===== src/hw/rtl/lhm_pkg.sv =====
// shared constants and types for the latency histogram monitor
`timescale 1ns / 1ps
package lhm_pkg;

   localparam int PERIOD_W   = 32;
   localparam int INDEX_W    = 31;
   localparam int COUNT_W    = 32;
   localparam int SUM_W      = 64;
   localparam int HIT_W      = 3;
   localparam int CSR_ADDR_W = 8;
   localparam int CSR_DATA_W = 32;

   localparam int LHM_BUCKETS = 8;

   // serial datapath: two bits of sum and compare per cycle
   localparam int DIGIT_W    = 2;
   localparam int SERIAL_STEPS = SUM_W / DIGIT_W;
   localparam int PER_DIGITS = PERIOD_W / DIGIT_W;
   localparam int STEP_W     = $clog2(SERIAL_STEPS);
   localparam int BW_W       = $clog2(PERIOD_W + 1);

   localparam logic [CSR_ADDR_W-1:0] CSR_TARGET_PERIOD = CSR_ADDR_W'(0);
   localparam logic [CSR_ADDR_W-1:0] CSR_BUCKET_WIDTH  = CSR_ADDR_W'(1);

   localparam logic [PERIOD_W-1:0] TARGET_RESET = PERIOD_W'(1000000);
   localparam logic [PERIOD_W-1:0] WIDTH_RESET  = PERIOD_W'(100000);

   typedef enum logic [1:0] {
      ST_IDLE,
      ST_RUN,
      ST_FINISH
   } state_type;

   typedef struct packed {
      logic load;
      logic step;
      logic add_en;
      logic commit;
   } stats_ctrl_type;

   typedef struct packed {
      logic [COUNT_W-1:0]  count;
      logic [SUM_W-1:0]    sum;
      logic [PERIOD_W-1:0] min;
      logic [PERIOD_W-1:0] max;
      logic [INDEX_W-1:0]  min_idx;
      logic [INDEX_W-1:0]  max_idx;
   } stats_type;

endpackage


===== src/hw/rtl/lhm_channels.sv =====
// channel interfaces: request, response and register write
`timescale 1ns / 1ps
interface lhm_req_if;
   logic                          valid;
   logic                          ready;
   logic [lhm_pkg::PERIOD_W-1:0]  period_ns;
   logic [lhm_pkg::INDEX_W-1:0]   sample_index;

   modport source (output valid, output period_ns, output sample_index, input ready);
   modport sink   (input valid, input period_ns, input sample_index, output ready);
endinterface

interface lhm_rsp_if;
   logic                          valid;
   logic                          ready;
   logic [lhm_pkg::HIT_W-1:0]     hit_bucket;
   logic [lhm_pkg::COUNT_W-1:0]   bucket_total;
   logic [lhm_pkg::COUNT_W-1:0]   sample_count;
   logic [lhm_pkg::SUM_W-1:0]     period_sum;
   logic [lhm_pkg::PERIOD_W-1:0]  period_min;
   logic [lhm_pkg::PERIOD_W-1:0]  period_max;
   logic [lhm_pkg::INDEX_W-1:0]   min_at_index;
   logic [lhm_pkg::INDEX_W-1:0]   max_at_index;

   modport source (output valid, output hit_bucket, output bucket_total,
                   output sample_count, output period_sum, output period_min,
                   output period_max, output min_at_index, output max_at_index,
                   input ready);
   modport sink   (input valid, input hit_bucket, input bucket_total,
                   input sample_count, input period_sum, input period_min,
                   input period_max, input min_at_index, input max_at_index,
                   output ready);
endinterface

interface lhm_csr_if;
   logic                            valid;
   logic                            ready;
   logic [lhm_pkg::CSR_ADDR_W-1:0]  index;
   logic [lhm_pkg::CSR_DATA_W-1:0]  data;

   modport source (output valid, output index, output data, input ready);
   modport sink   (input valid, input index, input data, output ready);
endinterface


===== src/hw/rtl/lhm_divider.sv =====
// bit-serial restoring divider that yields the histogram bucket of the lateness
`timescale 1ns / 1ps
module lhm_divider #(
   parameter int BUCKETS = lhm_pkg::LHM_BUCKETS
) (
   input  logic                          clock,
   input  logic                          start,
   input  logic                          step,
   input  logic [lhm_pkg::STEP_W-1:0]    step_idx,
   input  logic [lhm_pkg::PERIOD_W-1:0]  period,
   input  logic [lhm_pkg::PERIOD_W-1:0]  target,
   input  logic [lhm_pkg::PERIOD_W-1:0]  divisor,
   output logic [$clog2(BUCKETS)-1:0]    bucket
);
   import lhm_pkg::*;

   localparam int IDX_W = $clog2(BUCKETS);
   localparam int LAST  = BUCKETS - 1;

   logic [PERIOD_W-1:0] dvd_ff, dvd_in;
   logic [PERIOD_W-1:0] rem_ff, rem_in;
   logic [BW_W-1:0]     bw_ff, bw_in;
   logic [PERIOD_W-1:0] late;
   logic [PERIOD_W:0]   shifted;
   logic [PERIOD_W:0]   diff;
   logic                ge;

   always_comb begin
      late    = (period >= target) ? (period - target) : '0;
      shifted = {rem_ff, dvd_ff[PERIOD_W-1]};
      diff    = shifted - {1'b0, divisor};
      ge      = (shifted >= {1'b0, divisor});
      dvd_in  = dvd_ff;
      rem_in  = rem_ff;
      bw_in   = bw_ff;
      if (start) begin
         dvd_in = late;
         rem_in = '0;
         bw_in  = '0;
      end else if (step) begin
         dvd_in = {dvd_ff[PERIOD_W-2:0], 1'b0};
         rem_in = ge ? diff[PERIOD_W-1:0] : shifted[PERIOD_W-1:0];
         // first quotient one seen fixes the bit width
         if (ge && (bw_ff == '0)) begin
            bw_in = BW_W'(PERIOD_W) - BW_W'(step_idx);
         end
      end
   end

   always_ff @(posedge clock) begin
      dvd_ff <= dvd_in;
      rem_ff <= rem_in;
      bw_ff  <= bw_in;
   end

   assign bucket = (bw_ff < BW_W'(LAST)) ? IDX_W'(bw_ff) : IDX_W'(LAST);

endmodule


===== src/hw/rtl/lhm_stats.sv =====
// running count, sum, minimum and maximum with digit-serial add and compare
`timescale 1ns / 1ps
module lhm_stats (
   input  logic                          clock,
   input  logic                          reset,
   input  lhm_pkg::stats_ctrl_type       ctrl,
   input  logic [lhm_pkg::PERIOD_W-1:0]  period,
   input  logic [lhm_pkg::INDEX_W-1:0]   index,
   output lhm_pkg::stats_type            result
);
   import lhm_pkg::*;

   logic [PERIOD_W-1:0] per_ff, per_in;
   logic [INDEX_W-1:0]  idx_ff, idx_in;
   logic                carry_ff, carry_in;
   logic                lt_ff, lt_in;
   logic                gt_ff, gt_in;

   logic [COUNT_W-1:0]  count_ff, count_in;
   logic [SUM_W-1:0]    sum_ff, sum_in;
   logic [PERIOD_W-1:0] min_ff, min_in;
   logic [PERIOD_W-1:0] max_ff, max_in;
   logic [INDEX_W-1:0]  min_idx_ff, min_idx_in;
   logic [INDEX_W-1:0]  max_idx_ff, max_idx_in;

   logic [DIGIT_W-1:0]  p_dig;
   logic [DIGIT_W-1:0]  add_dig;
   logic [DIGIT_W:0]    dsum;
   stats_type           nx;

   always_comb begin
      p_dig   = per_ff[DIGIT_W-1:0];
      add_dig = ctrl.add_en ? p_dig : '0;
      dsum    = {1'b0, sum_ff[DIGIT_W-1:0]} + {1'b0, add_dig} + {{DIGIT_W{1'b0}}, carry_ff};

      // values after this item, valid once all digits have passed
      nx.count   = (count_ff == '1) ? count_ff : count_ff + COUNT_W'(1);
      nx.sum     = carry_ff ? '1 : sum_ff;
      nx.min     = lt_ff ? per_ff : min_ff;
      nx.min_idx = lt_ff ? idx_ff : min_idx_ff;
      nx.max     = gt_ff ? per_ff : max_ff;
      nx.max_idx = gt_ff ? idx_ff : max_idx_ff;

      per_in     = per_ff;
      idx_in     = idx_ff;
      carry_in   = carry_ff;
      lt_in      = lt_ff;
      gt_in      = gt_ff;
      count_in   = count_ff;
      sum_in     = sum_ff;
      min_in     = min_ff;
      max_in     = max_ff;
      min_idx_in = min_idx_ff;
      max_idx_in = max_idx_ff;

      if (ctrl.load) begin
         per_in   = period;
         idx_in   = index;
         carry_in = 1'b0;
         lt_in    = 1'b0;
         gt_in    = 1'b0;
      end else if (ctrl.step) begin
         // lsb-first rotation; the most significant differing digit decides
         per_in   = {p_dig, per_ff[PERIOD_W-1:DIGIT_W]};
         min_in   = {min_ff[DIGIT_W-1:0], min_ff[PERIOD_W-1:DIGIT_W]};
         max_in   = {max_ff[DIGIT_W-1:0], max_ff[PERIOD_W-1:DIGIT_W]};
         sum_in   = {dsum[DIGIT_W-1:0], sum_ff[SUM_W-1:DIGIT_W]};
         carry_in = dsum[DIGIT_W];
         if (p_dig != min_ff[DIGIT_W-1:0]) begin
            lt_in = (p_dig < min_ff[DIGIT_W-1:0]);
         end
         if (p_dig != max_ff[DIGIT_W-1:0]) begin
            gt_in = (p_dig > max_ff[DIGIT_W-1:0]);
         end
      end else if (ctrl.commit) begin
         count_in   = nx.count;
         sum_in     = nx.sum;
         min_in     = nx.min;
         min_idx_in = nx.min_idx;
         max_in     = nx.max;
         max_idx_in = nx.max_idx;
      end
   end

   always_ff @(posedge clock) begin
      per_ff   <= per_in;
      idx_ff   <= idx_in;
      carry_ff <= carry_in;
      lt_ff    <= lt_in;
      gt_ff    <= gt_in;
   end

   always_ff @(posedge clock) begin
      if (reset) begin
         count_ff   <= '0;
         sum_ff     <= '0;
         min_ff     <= '1;
         max_ff     <= '0;
         min_idx_ff <= '0;
         max_idx_ff <= '0;
      end else begin
         count_ff   <= count_in;
         sum_ff     <= sum_in;
         min_ff     <= min_in;
         max_ff     <= max_in;
         min_idx_ff <= min_idx_in;
         max_idx_ff <= max_idx_in;
      end
   end

   assign result = nx;

endmodule


===== src/hw/rtl/latency_histogram_monitor.sv =====
// latency histogram monitor: item control, bucket counters and result register
// a request is loaded in idle, stepped through the run state and committed from
// the finish state, which waits while the output register still holds a result;
// the 32-step bit-serial divider paces the 2-bit serial sum and min/max compare
// requests are taken only in idle, also while a result waits in the output register
// synchronous reset clears statistics, counters, state and valid; csrs get defaults
`timescale 1ns / 1ps
module latency_histogram_monitor #(
   parameter int BUCKETS = lhm_pkg::LHM_BUCKETS
) (
   input  logic       clock,
   input  logic       reset,
   lhm_req_if.sink    req_bus,
   lhm_rsp_if.source  rsp_bus,
   lhm_csr_if.sink    csr_bus
);
   import lhm_pkg::*;

   localparam int IDX_W = $clog2(BUCKETS);

   state_type            state_ff, state_in;
   logic [STEP_W-1:0]    step_ff, step_in;
   logic [PERIOD_W-1:0]  target_ff, target_in;
   logic [PERIOD_W-1:0]  width_ff, width_in;
   logic [COUNT_W-1:0]   counts_ff [BUCKETS];
   logic                 rsp_valid_ff, rsp_valid_in;

   logic [HIT_W-1:0]     hit_ff;
   logic [COUNT_W-1:0]   total_ff;
   stats_type            out_ff;

   stats_ctrl_type       ctrl;
   stats_type            stats_nx;
   logic [IDX_W-1:0]     bucket;
   logic [COUNT_W-1:0]   total_nx;
   logic                 req_xfer;

   assign req_xfer = req_bus.valid && req_bus.ready;

   always_comb begin
      state_in       = state_ff;
      step_in        = step_ff;
      req_bus.ready  = 1'b0;
      ctrl           = '0;
      ctrl.add_en    = (step_ff < STEP_W'(PER_DIGITS));
      rsp_valid_in   = rsp_valid_ff && !rsp_bus.ready;
      case (state_ff)
         ST_IDLE: begin
            req_bus.ready = 1'b1;
            if (req_bus.valid) begin
               ctrl.load = 1'b1;
               step_in   = '0;
               state_in  = ST_RUN;
            end
         end
         ST_RUN: begin
            ctrl.step = 1'b1;
            step_in   = step_ff + STEP_W'(1);
            if (step_ff == '1) begin
               state_in = ST_FINISH;
            end
         end
         ST_FINISH: begin
            // hold until the output register is free
            if (!rsp_valid_ff || rsp_bus.ready) begin
               ctrl.commit  = 1'b1;
               rsp_valid_in = 1'b1;
               state_in     = ST_IDLE;
            end
         end
         default: begin
            state_in = ST_IDLE;
         end
      endcase
   end

   always_comb begin
      target_in = target_ff;
      width_in  = width_ff;
      if (csr_bus.valid) begin
         case (csr_bus.index)
            CSR_TARGET_PERIOD: target_in = csr_bus.data;
            CSR_BUCKET_WIDTH:  width_in  = csr_bus.data;
            default: begin
            end
         endcase
      end
   end

   assign csr_bus.ready = 1'b1;

   assign total_nx = (counts_ff[bucket] == '1) ? counts_ff[bucket]
                                                : counts_ff[bucket] + COUNT_W'(1);

   always_ff @(posedge clock) begin
      if (reset) begin
         state_ff     <= ST_IDLE;
         step_ff      <= '0;
         target_ff    <= TARGET_RESET;
         width_ff     <= WIDTH_RESET;
         rsp_valid_ff <= 1'b0;
         for (int i = 0; i < BUCKETS; i++) begin
            counts_ff[i] <= '0;
         end
      end else begin
         state_ff     <= state_in;
         step_ff      <= step_in;
         target_ff    <= target_in;
         width_ff     <= width_in;
         rsp_valid_ff <= rsp_valid_in;
         if (ctrl.commit) begin
            counts_ff[bucket] <= total_nx;
         end
      end
   end

   always_ff @(posedge clock) begin
      if (ctrl.commit) begin
         hit_ff   <= HIT_W'(bucket);
         total_ff <= total_nx;
         out_ff   <= stats_nx;
      end
   end

   lhm_divider #(
      .BUCKETS (BUCKETS)
   ) u_divider (
      .clock    (clock),
      .start    (req_xfer),
      .step     (ctrl.step),
      .step_idx (step_ff),
      .period   (req_bus.period_ns),
      .target   (target_ff),
      .divisor  (width_ff),
      .bucket   (bucket)
   );

   lhm_stats u_stats (
      .clock  (clock),
      .reset  (reset),
      .ctrl   (ctrl),
      .period (req_bus.period_ns),
      .index  (req_bus.sample_index),
      .result (stats_nx)
   );

   assign rsp_bus.valid        = rsp_valid_ff;
   assign rsp_bus.hit_bucket   = hit_ff;
   assign rsp_bus.bucket_total = total_ff;
   assign rsp_bus.sample_count = out_ff.count;
   assign rsp_bus.period_sum   = out_ff.sum;
   assign rsp_bus.period_min   = out_ff.min;
   assign rsp_bus.period_max   = out_ff.max;
   assign rsp_bus.min_at_index = out_ff.min_idx;
   assign rsp_bus.max_at_index = out_ff.max_idx;

endmodule

===== src/flat_wrapper.sv =====
// flat-port wrapper written by rule: the top's interface ports become plain ports
module latency_histogram_monitor_flat import lhm_pkg::*;
#(
   parameter int BUCKETS = lhm_pkg::LHM_BUCKETS
)
  (clock, reset, req_bus_valid, req_bus_period_ns, req_bus_sample_index, req_bus_ready, rsp_bus_valid, rsp_bus_hit_bucket, rsp_bus_bucket_total, rsp_bus_sample_count, rsp_bus_period_sum, rsp_bus_period_min, rsp_bus_period_max, rsp_bus_min_at_index, rsp_bus_max_at_index, rsp_bus_ready, csr_bus_valid, csr_bus_index, csr_bus_data, csr_bus_ready);
  lhm_req_if req_bus_i ();
  lhm_rsp_if rsp_bus_i ();
  lhm_csr_if csr_bus_i ();
  input  logic clock;
  input  logic reset;
  input wire logic [$bits(req_bus_i.valid)-1:0] req_bus_valid;
  input wire logic [$bits(req_bus_i.period_ns)-1:0] req_bus_period_ns;
  input wire logic [$bits(req_bus_i.sample_index)-1:0] req_bus_sample_index;
  output wire logic [$bits(req_bus_i.ready)-1:0] req_bus_ready;
  output wire logic [$bits(rsp_bus_i.valid)-1:0] rsp_bus_valid;
  output wire logic [$bits(rsp_bus_i.hit_bucket)-1:0] rsp_bus_hit_bucket;
  output wire logic [$bits(rsp_bus_i.bucket_total)-1:0] rsp_bus_bucket_total;
  output wire logic [$bits(rsp_bus_i.sample_count)-1:0] rsp_bus_sample_count;
  output wire logic [$bits(rsp_bus_i.period_sum)-1:0] rsp_bus_period_sum;
  output wire logic [$bits(rsp_bus_i.period_min)-1:0] rsp_bus_period_min;
  output wire logic [$bits(rsp_bus_i.period_max)-1:0] rsp_bus_period_max;
  output wire logic [$bits(rsp_bus_i.min_at_index)-1:0] rsp_bus_min_at_index;
  output wire logic [$bits(rsp_bus_i.max_at_index)-1:0] rsp_bus_max_at_index;
  input wire logic [$bits(rsp_bus_i.ready)-1:0] rsp_bus_ready;
  input wire logic [$bits(csr_bus_i.valid)-1:0] csr_bus_valid;
  input wire logic [$bits(csr_bus_i.index)-1:0] csr_bus_index;
  input wire logic [$bits(csr_bus_i.data)-1:0] csr_bus_data;
  output wire logic [$bits(csr_bus_i.ready)-1:0] csr_bus_ready;
  assign req_bus_i.valid = req_bus_valid;
  assign req_bus_i.period_ns = req_bus_period_ns;
  assign req_bus_i.sample_index = req_bus_sample_index;
  assign req_bus_ready = req_bus_i.ready;
  assign rsp_bus_valid = rsp_bus_i.valid;
  assign rsp_bus_hit_bucket = rsp_bus_i.hit_bucket;
  assign rsp_bus_bucket_total = rsp_bus_i.bucket_total;
  assign rsp_bus_sample_count = rsp_bus_i.sample_count;
  assign rsp_bus_period_sum = rsp_bus_i.period_sum;
  assign rsp_bus_period_min = rsp_bus_i.period_min;
  assign rsp_bus_period_max = rsp_bus_i.period_max;
  assign rsp_bus_min_at_index = rsp_bus_i.min_at_index;
  assign rsp_bus_max_at_index = rsp_bus_i.max_at_index;
  assign rsp_bus_i.ready = rsp_bus_ready;
  assign csr_bus_i.valid = csr_bus_valid;
  assign csr_bus_i.index = csr_bus_index;
  assign csr_bus_i.data = csr_bus_data;
  assign csr_bus_ready = csr_bus_i.ready;
  latency_histogram_monitor #(.BUCKETS(BUCKETS)) u_core (.clock(clock), .reset(reset), .req_bus(req_bus_i), .rsp_bus(rsp_bus_i), .csr_bus(csr_bus_i));
endmodule

===== config.mk =====
export PLATFORM = sky130hd
export DESIGN_NAME = latency_histogram_monitor_flat
export DESIGN_NICKNAME = d
export VERILOG_FILES = /design/src/hw/rtl/lhm_pkg.sv /design/src/hw/rtl/lhm_channels.sv /design/src/hw/rtl/lhm_divider.sv /design/src/hw/rtl/lhm_stats.sv /design/src/hw/rtl/latency_histogram_monitor.sv /design/src/flat_wrapper.sv
export SDC_FILE = /design/constraint.sdc
export NUM_CORES = 2
export LEC_CHECK = 0
export BUFFER_PORTS_ARGS = -buffer_cell sky130_fd_sc_hd__clkbuf_2
export CAP_MARGIN = 20
export CORE_UTILIZATION = 30
export CTS_BUF_LIST = sky130_fd_sc_hd__clkbuf_16
export CTS_CLUSTER_DIAMETER = 60
export CTS_CLUSTER_SIZE = 8
export DETAILED_ROUTE_END_ITERATION = 8
export GPL_TIMING_DRIVEN = 0
export MAX_ROUTING_LAYER = met4
export PLACE_DENSITY = 0.48
export SLEW_MARGIN = 20
export SYNTH_ARGS = -nofsm -noshare
export SYNTH_HDL_FRONTEND = slang
export SYNTH_SLANG_ARGS = --single-unit

===== constraint.sdc =====
create_clock -name clock -period 12.72 [get_ports clock]
set_input_delay 0.636 -clock clock [delete_from_list [all_inputs] [get_ports clock]]
set_output_delay 0.636 -clock clock [all_outputs]
set_load 0.005 [all_outputs]

Word level (Yosys, flattened, before mapping)

Memories as Yosys holds them, arrays and structs flattened.
Index checks and enable logic that the tools add are counted.

Bits in registers: 687
Memory bits (writable): 256
Input bits: 108
Output and inout port bits: 260
Word-level logic and storage cells: 121
Memories kept: 1

Add/sub/neg operators: 8
Order comparisons: 6
Equality and inequality tests: 11
Mux-type cells: 43
Bitwise logic cells: 2
Reductions and logical operators: 23

Memory list:

| memory           | words | width | read ports | clocked after memory_dff | write ports | line                            | RTL |
|---|---|---|---|---|---|---|---|
| u_core.counts_ff | 8     | 32    | 1          | 0                        | 8           | latency_histogram_monitor.sv:25 | `logic [COUNT_W-1:0] counts_ff [BUCKETS];` |

Operators with widths:

| kind                                                                          | number |
|---|---|
| 32-bit two-way mux                                                            | 15 |
| 64-bit two-way mux                                                            | 3 |
| 32-bit by 1-bit adder with 32-bit output (second input constant)              | 2 |
| 32-bit == test (second input constant)                                        | 2 |
| 32-bit subtractor                                                             | 2 |
| 31-bit two-way mux                                                            | 2 |
| 33-bit by 32-bit >= comparator with 1-bit output                              | 1 |
| 32-bit >= comparator                                                          | 1 |
| 32-bit OR reduction                                                           | 1 |
| 1-bit two-way mux                                                             | 14 |
| 2-bit AND reduction                                                           | 7 |
| 5-bit case mux with 2 select lines                                            | 1 |
| 8-bit by 1-bit == test with 1-bit output (second input constant)              | 1 |
| 8-bit zero test                                                               | 1 |
| 2-bit two-way mux                                                             | 4 |
| 2-bit nonzero test                                                            | 4 |
| 6-bit zero test                                                               | 1 |
| 6-bit by 3-bit less-than comparator with 1-bit output (second input constant) | 1 |
| 3-bit two-way mux                                                             | 2 |
| 2-bit case mux with 3 select lines                                            | 1 |
| 3-bit AND reduction                                                           | 2 |
| 6-bit by 5-bit subtractor with 6-bit output (first input constant)            | 1 |
| 5-bit by 1-bit adder with 5-bit output (second input constant)                | 1 |
| 5-bit == test (second input constant)                                         | 1 |
| other kinds (16)                                                              | 22 |

Logic depth before layout (Yosys ltp)

Word-level depth: 9
Depth in mapped cells: 17
Depth with buffers taken out: 13

By module

Synthesis repeated with hierarchy kept, for this count alone.

Cell total of the unflattened synthesis: 3913
Area, all modules: 43351.6 sq um

Modules (own cells, without submodules):

| module                    | times used | cells each | area an instance (sq um) | sequential area each (sq um) |
|---|---|---|---|---|
| latency_histogram_monitor | 1          | 1522       | 22701.8                  | 16846.2 |
| lhm_stats                 | 1          | 1484       | 13738.2                  | 6396.1 |
| lhm_divider               | 1          | 907        | 6911.6                   | 1721.7 |

Least setup slack after synthesis

OpenSTA, ideal clock, no wires.

Kind: input-to-reg
From: in rsp_bus_ready
To: reg u_core.total_ff[0] (netlist: u_core.rsp_bus.bucket_total[0]) (enable)
Setup time: 0.720 ns
Arrival time: 8.718 ns
Required time: 12.000 ns
Setup slack: 3.282 ns
Stages on the path: 6
Path buffers: 3
Cells stage by stage: nand2b_1 > nand2_1 > inv_1 > clkbuf_1 > clkbuf_1 > buf_1

RTL lines:

| what                 | line                             | RTL |
|---|---|---|
| from (decl)          | flat_wrapper.sv:25               | `input wire logic [$bits(rsp_bus_i.ready)-1:0] rsp_bus_ready;` |
| to (signal assigned) | latency_histogram_monitor.sv:120 | `total_ff <= total_nx;` |
| to (decl)            | latency_histogram_monitor.sv:29  | `logic [COUNT_W-1:0] total_ff;` |

Worst setup path after layout

From: reg u_core.u_divider.bw_ff[1]
To: reg u_core.total_ff[1] (netlist: u_core.rsp_bus.bucket_total[1]) (data pin)

Cells in the longest elaborated chain, start to end: 5
Elaborated cells on any way between the ends: 6
Classes of those cells: 1 x add/sub; 1 x order compare; 1 x eq/ne; 2 x mux; 1 x memory

Ends and longest elaborated chain:

| what                                                                              | line                                                             | RTL |
|---|---|---|
| from (decl)                                                                       | lhm_divider.sv:22                                                | `logic [BW_W-1:0] bw_ff, bw_in;` |
| from (signal assigned)                                                            | lhm_divider.sv:53                                                | `bw_ff <= bw_in;` |
| 6-bit by 3-bit less-than comparator with 1-bit output                             | lhm_divider.sv:56                                                | `assign bucket = (bw_ff < BW_W'(LAST)) ? IDX_W'(bw_ff) : IDX_W'(LAST);` |
| 3-bit two-way mux *                                                               | lhm_divider.sv:56                                                |  |
| memory read 8 x 32 bit *                                                          | -                                                                |  |
| 32-bit by 1-bit adder with 32-bit output / 32-bit == test (equally long branches) | latency_histogram_monitor.sv:93, latency_histogram_monitor.sv:92 |  |
| 32-bit two-way mux *                                                              | latency_histogram_monitor.sv:92                                  | `assign total_nx = (counts_ff[bucket] == '1) ? counts_ff[bucket]` |
| named net u_core.total_nx[1]                                                      | latency_histogram_monitor.sv:35                                  | `logic [COUNT_W-1:0] total_nx;` |

Mark *: on every way through the listed nets, which the timed path passes. The rest lies on a longest branch.
A chain may end at the register's enable or synchronous reset.

==> impl_results.md <==
- Status: completed
- Top FF cell, synth: edfxtp_1
- Layout area overhead: 21.1%
- Global-route wire length before repair: roughly 210 mm
- Final estimated routing congestion in global placement: around 0.86
- Seq pwr share: 0.360
- GRT Total Usage: 0.197
- TNS Setup: 0 ps
- DR WL/cell: ~21 um
- Sequential fraction of the synthesis area: 0.580
- Internal power: approximately 6400 uW
- Net Sw Power: roughly 3500 uW
- Seq. cell area: between 20000 and 25000 um^2
- Post-Route Skew: between 20 and 25 ps
- Vias in the first global route: between 30000 and 40000
- Most used cell, CP: clkbuf_1
- # fillers: 14200
- Worst setup EP type: flip-flop
- Row count: between 100 and 150
- DR vias/cell: 4.98
- Post-synthesis async set-or-reset flop share: 0
- Critical path, cell by cell: clkbuf_1, a2111o_1, clkbuf_1, clkbuf_1, clkbuf_1, o211ai_1, nand4_1, nor3_1, nand4_1, nor4_4, mux2i_1, inv_1
- Unrepaired setup endpoints after global routing: no
- Post-Route WL: between 100 and 150 mm
- Top Ports: ~370
- Post-CTS sizing: 0
- Syn avg cell area: 10.6 um^2
- Layout Nets: between 4000 and 5000
- Clock latency on the worst-skew pair: ~770 ps
- Place WS: roughly 6600 ps
- Clk pwr share: 0.353
- DIE AREA: around 140000 um^2
- Commonest non-fill, non-tap cell in the layout: nor2_1
- Maximum vdd drop: 96.5 uV
- Cell Pwr Density: approximately 190 nW/um^2
- Synth area leader: edfxtp_1
- Maximum net fanout on the critical path: 10
- Clock slew at reported path FFs: roughly 50 ps
- Worst slew pin tran: ~1100 ps
- Most frequent cells in the layout: nor2_1, edfxtp_1, nand2_1
- Die Y: around 380 um
- P_leak: approximately 0.020 uW
- Startpoint Class: flip-flop
- Fin crit share: 0.491
- Worst EP required: about 13000 ps
- Slew Limit Fails: 0
- DRC violations left: 0
- Sw Ratio: 0.353
- CTS tree: yes
- Fin. Hold Viols: 0
- Worst path max stage delay: 850 ps
- Vias: about 33000
- Iter 0 DRT Violations: between 2000 and 3000
- Power share of the combinational group: 0.287
- Min Tclk post-route: about 6200 ps
- Synth Cell Area: between 40000 and 50000 um^2
- Fmax: approximately 0.16 GHz
- Kind of critical path: flip-flop to flip-flop
- Worst path slowest cell: nor4_4
- Clk sink count: between 900 and 1000
- Syn Nets: 4252
- Core Util, Final: 0.367
- Initial Util: 0.303
- #FFs+latches synth: approximately 940
- Largest net degree at the start of global routing: 55
- Clk root buf: clkbuf_16
- WP data arrival: ~6700 ps
- Number of synthesized flops with an enable pin: 608
- Longest Clk Path Bufs: 3
- GRT overflow: 0
- Routed Antenna Nets: 0
- Yosys cell types: 85
- Initial antenna violation count: 7
- Maximum level of the CTS H-tree: 4
- Layout cells sized above 1: 0.187
- Core area: 142000 um^2
- Final setup viols: 0
- Cells after Synth: ~4100
- Syn. warnings: 0
- Relative slew slack: 0.251
- Synth area leaders: edfxtp_1, dfxtp_1, nor2_1, nand2_1, mux2_2
- Pre-antenna DRT Iters: 5
- Top-area cell type share of the netlist area: 0.424
- CTS Buf Count: around 140
- Die X: roughly 380 um
- Port bufs: between 300 and 400
- Class of the worst hold path: input port to flip-flop
- Multi-input gate area: around 16000 um^2
- Post-CTS Setup Bufs: 0
- Post-route worst setup slack: about 6500 ps
- HPWL Detailed: approximately 100 mm
- Maxcap violations: 0
[synthesized netlist by cell type (all sizes together), types with 97 or more instances]
cell / number
nor2: 632
edfxtp: 608
nand2: 436
dfxtp: 335
inv: 260
clkbuf: 234
a21oi: 158
mux2: 132
o21ai: 109
nor3: 99
o41ai: 97
[worst paths after layout]
| path | depth (start not counted) | end | slack (ps) | start |
|---|---|---|---|---|
| max | 12 | u_core.rsp_bus.bucket_total[1] | 6470 | u_core.u_divider.bw_ff[1] |
| min | 1 | u_core.u_stats.idx_ff[0] | 70 | req_bus_sample_index[0] |
| max reg2reg | 12 | u_core.rsp_bus.bucket_total[1] | 6470 | u_core.u_divider.bw_ff[1] |
| min reg2reg | 2 | u_core.target_ff[27] | 450 | u_core.target_ff[27] |
[critical path, delay by kind of cell, from the launching register on]
family	cells	cell delay [ps]
AND/OR/NAND/NOR	4	2250
AO/OA/AOI/OAI	2	710
buffers and inverters	5	1810
flip-flops	1	330
multiplexers	1	830
[metrics by stage]
stage | std cells | cell area (um^2) | hold slack, ps | power, uW
2_1_floorplan | 4067 | 43000 | 436 | 5470
4_1_cts | 6615 | 52100 | 7.67 | 9970
3_3_place_gp | 6322 | 47200 | 445 | 6410
6_report | 6619 | 52100 | 71.8 | 9910
5_1_grt | 6619 | 52100 | 39.3 | 10400
3_5_place_dp | 6342 | 47700 | 447 | 6420
[power by group through the flow]
stage	clock network, uW	logic [uW]	registers (uW)
finish	3500	2840	3570
CTS	3580	2820	3560
global placement	0	2780	3630
detailed placement	0	2800	3620
global route	3700	3080	3580
floorplan	0	1880	3590
[area by class of cell]
class,instances,share of cell area
flip-flops and latches,943,0.479
multi-input cells,2574,0.307
clock buffers,145,0.0696
repair buffers,407,0.0475
well taps,1890,0.0454
plain buffers,288,0.0221
inverters,262,0.0189
clock inverters,106,0.0108
diodes,4,0.000192
[cells by family after synthesis]
group	after synthesis	share of synthesized area
buffers and inverters	550	0.0495
flip-flops	943	0.580
XOR/XNOR	132	0.0279
adder cells (fa/ha/maj)	77	0.0231
multiplexers	160	0.0413
AND/OR/NAND/NOR	1447	0.147
AO/OA/AOI/OAI	757	0.131
other	1	0.0000871
[flip-flops by register name (all words and copies together) (netlist names), 2 cells and up]
name / count
u_core.rsp_bus.max_at_index: 31
u_core.u_stats.sum_ff: 64
u_core.rsp_bus.hit_bucket: 3
u_core.u_divider.rem_ff: 32
u_core.u_stats.per_ff: 32
u_core.u_stats.idx_ff: 31
u_core.step_ff: 5
u_core.u_stats.min_ff: 32
u_core.width_ff: 32
u_core.rsp_bus.bucket_total: 32
u_core.rsp_bus.period_sum: 64
u_core.u_stats.min_idx_ff: 31
u_core.u_divider.dvd_ff: 32
u_core.u_divider.bw_ff: 6
u_core.state_ff: 2
u_core.u_stats.max_idx_ff: 31
u_core.rsp_bus.sample_count: 32
u_core.target_ff: 32
u_core.rsp_bus.min_at_index: 31
u_core.u_stats.count_ff: 32
u_core.rsp_bus.period_min: 32
u_core.rsp_bus.period_max: 32
u_core.counts_ff: 256
u_core.u_stats.max_ff: 32
[repair_timing]
item                                    4_1_cts  5_1_grt
endpoints found under the setup margin        0        0
hold buffers                                 22        0
hold endpoints to repair                     22        0
[routing by layer]
layer  vias up  wire length (um)  GRT usage
li1      15700                 -          -
met1     16100             64000      0.254
met2       927             65800      0.310
met3       222              8340     0.0389
met4         0              3790     0.0638
met5         -                 0          -
No activity file was read; power rests on OpenSTA's default activity.
